File: config.mk
export PLATFORM = sky130hd
export DESIGN_NAME = svaa_sqrt
export DESIGN_NICKNAME = d
export VERILOG_FILES = /design/src/rtl/svaa_sqrt.sv
export SDC_FILE = /design/constraint.sdc
export NUM_CORES = 2
export LEC_CHECK = 0
export BUFFER_PORTS_ARGS = -buffer_cell sky130_fd_sc_hd__buf_2
export CAP_MARGIN = 20
export CORE_MARGIN = 8
export CORE_UTILIZATION = 60
export DETAILED_ROUTE_END_ITERATION = 10
export PLACE_DENSITY_LB_ADDON = 0.2
export SKIP_LAST_GASP = 1
export SYNTH_ARGS = -nofsm -noshare
export SYNTH_HDL_FRONTEND = slang
export SYNTH_MEMORY_MAX_BITS = 65536
export SYNTH_SLANG_ARGS = --single-unit
File: constraint.sdc
create_clock -name i_clk -period 3.8 [get_ports i_clk]
set_input_delay 0 -clock i_clk [delete_from_list [all_inputs] [get_ports i_clk]]
set_output_delay 0 -clock i_clk [all_outputs]
set_load 0.01 [all_outputs]
File: src/rtl/svaa_sqrt.sv
// ----------------------------------------------------------------------------
// svaa_sqrt
// Pipelined integer square root, one result bit per stage, several lanes
// in parallel, with a sideband word carried alongside.
// ----------------------------------------------------------------------------
module svaa_sqrt #(
    parameter int LANES  = 1,
    parameter int OUT_W  = 32,
    parameter int SIDE_W = 1,
    localparam int IN_W  = 2 * OUT_W
) (
    input  logic                              i_clk,
    input  logic                              i_rst_n,
    input  logic                              i_valid,
    input  logic [LANES-1:0][IN_W-1:0]        i_val,
    input  logic [SIDE_W-1:0]                 i_side,
    output logic                              o_valid,
    output logic [LANES-1:0][OUT_W-1:0]       o_root,
    output logic [SIDE_W-1:0]                 o_side
);

    localparam int REM_W = OUT_W + 1;

    logic [LANES-1:0][IN_W-1:0]  r_src  [OUT_W];
    logic [LANES-1:0][REM_W-1:0] r_rem  [OUT_W+1];
    logic [LANES-1:0][OUT_W-1:0] r_root [OUT_W+1];
    logic [SIDE_W-1:0]           r_side [OUT_W+1];
    logic                        r_vld  [OUT_W+1];

    logic [LANES-1:0][REM_W-1:0] n_rem  [1:OUT_W];
    logic [LANES-1:0][OUT_W-1:0] n_root [1:OUT_W];

    always_comb begin
        logic [REM_W+1:0] sh;
        logic [REM_W+1:0] trial;
        for (int k = 0; k < OUT_W; k++) begin
            for (int l = 0; l < LANES; l++) begin
                sh    = {r_rem[k][l], r_src[k][l][IN_W-1 -: 2]};
                trial = {1'b0, r_root[k][l], 2'b01};
                if (sh >= trial) begin
                    n_rem[k+1][l]  = REM_W'(sh - trial);
                    n_root[k+1][l] = {r_root[k][l][OUT_W-2:0], 1'b1};
                end else begin
                    n_rem[k+1][l]  = REM_W'(sh);
                    n_root[k+1][l] = {r_root[k][l][OUT_W-2:0], 1'b0};
                end
            end
        end
    end

    always_ff @(posedge i_clk) begin
        if (!i_rst_n) begin
            for (int k = 0; k <= OUT_W; k++) begin
                r_vld[k] <= 1'b0;
            end
        end else begin
            r_vld[0] <= i_valid;
            for (int k = 0; k < OUT_W; k++) begin
                r_vld[k+1] <= r_vld[k];
            end
        end
    end

    always_ff @(posedge i_clk) begin
        r_src[0]  <= i_val;
        r_rem[0]  <= '0;
        r_root[0] <= '0;
        r_side[0] <= i_side;
        for (int k = 0; k < OUT_W - 1; k++) begin
            for (int l = 0; l < LANES; l++) begin
                r_src[k+1][l] <= {r_src[k][l][IN_W-3:0], 2'b00};
            end
        end
        for (int k = 0; k < OUT_W; k++) begin
            r_rem[k+1]  <= n_rem[k+1];
            r_root[k+1] <= n_root[k+1];
            r_side[k+1] <= r_side[k];
        end
    end

    assign o_valid = r_vld[OUT_W];
    assign o_root  = r_root[OUT_W];
    assign o_side  = r_side[OUT_W];

endmodule

* Word level (Yosys, flattened, before mapping) *
Memories as Yosys holds them, arrays and structs flattened.
Cells that the tools add are included.

operators by class
  $add $sub $neg = 32
  multiply operators = 0
  div/mod/pow operators = 0
  magnitude comparators = 32
  equality and inequality tests = 0
  shift-type cells = 0
  multiplexer cells = 99
  bitwise operators = 33
  reduce and logical (&&, ||, !) cells = 0

operators with widths
  kind                                          number
  greater-or-equal comparator 35 x 34 -> 1 bit  32
  2-to-1 mux 33 bit                             32
  subtractor 33 bit                             32
  2-to-1 mux 1 bit                              67
  OR 1 bit                                      33

word-level totals
  flip-flop bits (word level) = 0
  latch bits = 0
  RAM bits = 4259
  memory bits (read-only) = 0
  bits of input ports = 68
  logic and storage cells = 201
  memories kept = 5

memories
  memory  depth  width  read ports  clocked after Yosys merged registers in  write ports  RTL line  RTL
  r_src   32     64     32          0                                        32           24        logic [LANES-1:0][IN_W-1:0] r_src [OUT_W];
  r_rem   33     33     32          0                                        33           25        logic [LANES-1:0][REM_W-1:0] r_rem [OUT_W+1];
  r_root  33     32     33          0                                        33           26        logic [LANES-1:0][OUT_W-1:0] r_root [OUT_W+1];
  r_side  33     1      33          0                                        33           27        logic [SIDE_W-1:0] r_side [OUT_W+1];
  r_vld   33     1      33          0                                        33           28        logic r_vld [OUT_W+1];

* Longest topological paths before layout *
An unclocked memory read counts as a cell.

  depth after elaboration = 3
  depth in mapped cells = 15
  gate-level depth less buffers = 12

* Least setup slack after synthesis *
Ideal clock, no wire load.

  path type = register to register
  start = mem r_root[0][961] in the netlist's numbering
  end = mem r_rem[0][1024] in the netlist's numbering
  setup time = 128 ps
  arrival time = 3131 ps
  slack = 541 ps
  stages on the path, launching flop included = 13
  path buffers = 2
  path through = dfxtp_1 -> inv_1 -> ha_1 -> o21ai_0 -> o21a_1 -> nor3_1 -> nor2_1 -> o31a_1 -> o31a_1 -> o311ai_2 -> clkbuf_1 -> buf_1 -> a21oi_1

RTL lines
  element          RTL line
  start, declared  26
  end, declared    25

==> results.toml <==
[outcome]
status = "finished, violations left"
failed_checks = "antenna rules"

[flow_run]
max_cap_violations = 0

[logic_synthesis]
syn_inst = 9241
ys_types = 89
yosys_most_used_dff = "dfxtp_1"
syn-cell-area_sq_mm = 0.0945
avgSynthCellArea_sq_um = 10.2
ys_warn_count = 0
synth_fp_nets = 9870
synth-seq-cells = 2625
synth-edff-count = 0
async_flop_share_pct = 0
yosysSeqAreaShare_pct = 55.6

[floorplan]
start_util_pct = 60.4
die_area_sq_mm = 0.170
die_h_microns = 413
ios = 102
row_count = 145
core_area_sq_mm = 0.156
fp.dieW_microns = 413

[clock_tree]
cts_root_buf = "clkbuf_16"
h-tree-depth = 4
clkTransAtPathRegs_ps = 60
tritoncts = "yes"
cts_buffers = 241
clk_path_buf_depth = 3
cts.sinks = 2625
clk_latency_ps = 870
post_cts_buffers = 0

[timing]
setup-violations-final = 0
final-max-slew-violation-count = 0
period_share_pct = 94.1
slew_headroom_pct = 40.5
rsz0062_at_grt = "no"
max_freq_mhz = 280
finalHoldViolations = 0
layout_min_cycle_time_ps = 3580
skew_ps = 39.9
finalSetupTns_ps = 0
tightestPinTransition_ps = 889
whs_ps = 153

[critical_path]
critPathLaunch = "r_rem[0][828]$_DFF_P_"
critPathCaptureType = "flip-flop"
cp_data_required_time_ps = 4550
critPathKind = "reg2reg"
path_max_fanout = 6
worstPathCellList = "ha_1 -> and3_1 -> o311a_1 -> o211ai_1 -> nand3b_1 -> a311oi_1 -> o21ba_2 -> o21ai_0 -> nor4b_1 -> mux2_2"
ff2ff_path_depth = 10
arrival_ps = 4320
regToRegEndpoint = "r_rem[0][890]$_DFF_P_"
r2r-start = "r_rem[0][828]$_DFF_P_"
slowest_delay_ps = 600
cpMaxStageDelayCell = "dfxtp_1"
path_buf_inv = 0
rrSetupSlack_ps = 220
cp_top_family = "compound AO/OA/AOI/OAI gates"
startpoint_type = "flip-flop"

[global_routing]
antenna_found_initial = 6
grt_pass1_vias = 64200
track_usage_pct = 24.1
grt_max_degree = 54
grt_remaining_overflow = 0
grt_pass1_wl_mm = 337

[worst_hold_path]
min_to = "r_vld[0][26]$_SDFF_PN0_"
worstHoldStart = "i_rst_n"
hold_class = "in2reg"
whs_path_depth = 3

[final_layout]
finalNetCount = 10300
final_common_cell = "dfxtp_1"
utilization_pct = 69.1
syn_to_final_growth_pct = 14.4
n_fill_cell = 11800
drive_gt1_share_pct = 8.29
final_cell_mix = "dfxtp_1 (2625), inv_1 (698), nand2_1 (633)"

[drt]
first_pass_iters = 5
ant_nets = 1
num_vias = 65100
post_drt_wl_per_cell_microns = 17.6
route.detailed.drc = 0
wirelength_mm = 210
drtIter0Drc = 4584
viasPerCell = 5.46

[pwr]
power_density_mw_per_mm2 = 674
switching_power_mw = 20.4
clockPowerShare_pct = 35.1
switching_share_pct = 28.0
p_seq_share_pct = 48.6
vdd_drop_max_v = 0.000535
internal_power_mw = 52.5
leakagePower_nw = 50.7
combPwrFrac_pct = 16.2

[place]
place.gp.congestion = 0.923
hpwl_mm = 154
numPortBuffers = 101
-- cell type report --
| class | instances | area [sq um] | share of cell area (%) |
|---|---|---|---|
| repair buffers | 366 | 2930 | 2.71 |
| inverters | 703 | 2640 | 2.44 |
| clock buffers | 330 | 6940 | 6.42 |
| well taps | 2058 | 2570 | 2.38 |
| diodes | 11 | 27.5 | 0.0255 |
| clock inverters | 123 | 1760 | 1.63 |
| multi-input cells | 5724 | 38700 | 35.8 |
| flip-flops and latches | 2625 | 52600 | 48.6 |
-- tightest hold or removal path, cell delays in order --
cell and delay (ps):
dlygate4sd3_1 530, buf_2 250, and2_1 180
-- registers in the layout (all words and copies together) (netlist names) --
| name | cells |
|---|---|
| r_src | 1056 |
| r_rem | 975 |
| r_root | 528 |
| r_vld | 33 |
| r_side | 33 |
-- cell usage after synthesis, drive strengths merged (54+ instances only) --
master / instances / area share (%)
nor4: 127 / 0.85
and2: 67 / 0.44
nor2: 547 / 2.2
a21oi: 572 / 3.0
ha: 561 / 7.4
dfxtp: 2625 / 56
inv: 700 / 2.8
nand2: 633 / 2.5
or3: 92 / 0.62
xnor2: 396 / 3.7
o21bai: 54 / 0.43
o21ai: 475 / 2.5
a21o: 230 / 1.8
o31ai: 70 / 0.56
clkbuf: 166 / 0.66
nand3: 161 / 0.85
nand4: 98 / 0.65
a31oi: 62 / 0.41
mux2: 68 / 0.81
nor3: 229 / 1.2
o21a: 117 / 0.93
nand2b: 93 / 0.62
or4: 77 / 0.62
xor2: 382 / 3.5
nor2b: 85 / 0.56
-- through the flow --
stage | setup slack, ps | total power, mW | cells | area, sq um
after floorplan | 541 | 43.5 | 9241 | 94500
after global placement | 389 | 47.2 | 11300 | 98000
after detailed placement | 331 | 47.4 | 11300 | 98000
after CTS | 254 | 73.2 | 11900 | 108000
after global routing | 2.69 | 76.4 | 11900 | 108000
final | 223 | 72.9 | 11900 | 108000
-- kinds of logic after synthesis --
logic type	synth area share, %
buf+inv	3.56
flops	55.6
compound gates	12.6
fa+ha+maj	7.43
other cells	0.00397
simple gates	12.6
mux	0.969
xor+xnor	7.21
-- layer usage --
metal	vias up	part of all wire, %	track usage (%)
li1	32600	-	-
met1	30600	47	32.8
met2	1621	46	39.8
met3	361	5.0	3.74
met4	0	2.6	7.13
met5	-	0	0
-- worst max path at each step --
stage	depth (start not counted)	slack, ps	to
after floorplan	12	540	r_rem[0][1024]$_DFF_P_
after global placement	13	390	r_rem[0][1020]$_DFF_P_
after detailed placement	11	330	r_rem[0][393]$_DFF_P_
after CTS	11	250	r_rem[0][393]$_DFF_P_
after global routing	11	3	r_rem[0][973]$_DFF_P_
final	10	220	r_rem[0][890]$_DFF_P_
-- repair_timing --
action,4_1_cts,5_1_grt
gates resized for setup,0,2
hold endpoints to repair,98,0
endpoints found under the setup margin,0,7
hold buffers,134,0
-- power by group through the flow --
stage          combinational [mW]  clock (mW)  sequential, mW
2_1_floorplan                9.02           0            34.5
6_report                     11.8        25.6            35.4
3_5_place_dp                 11.5           0            35.9
5_1_grt                      13.2        27.3            35.9
4_1_cts                      11.7        26.1            35.4
3_3_place_gp                 11.3           0            35.9
(Power assumes the default switching activity.)
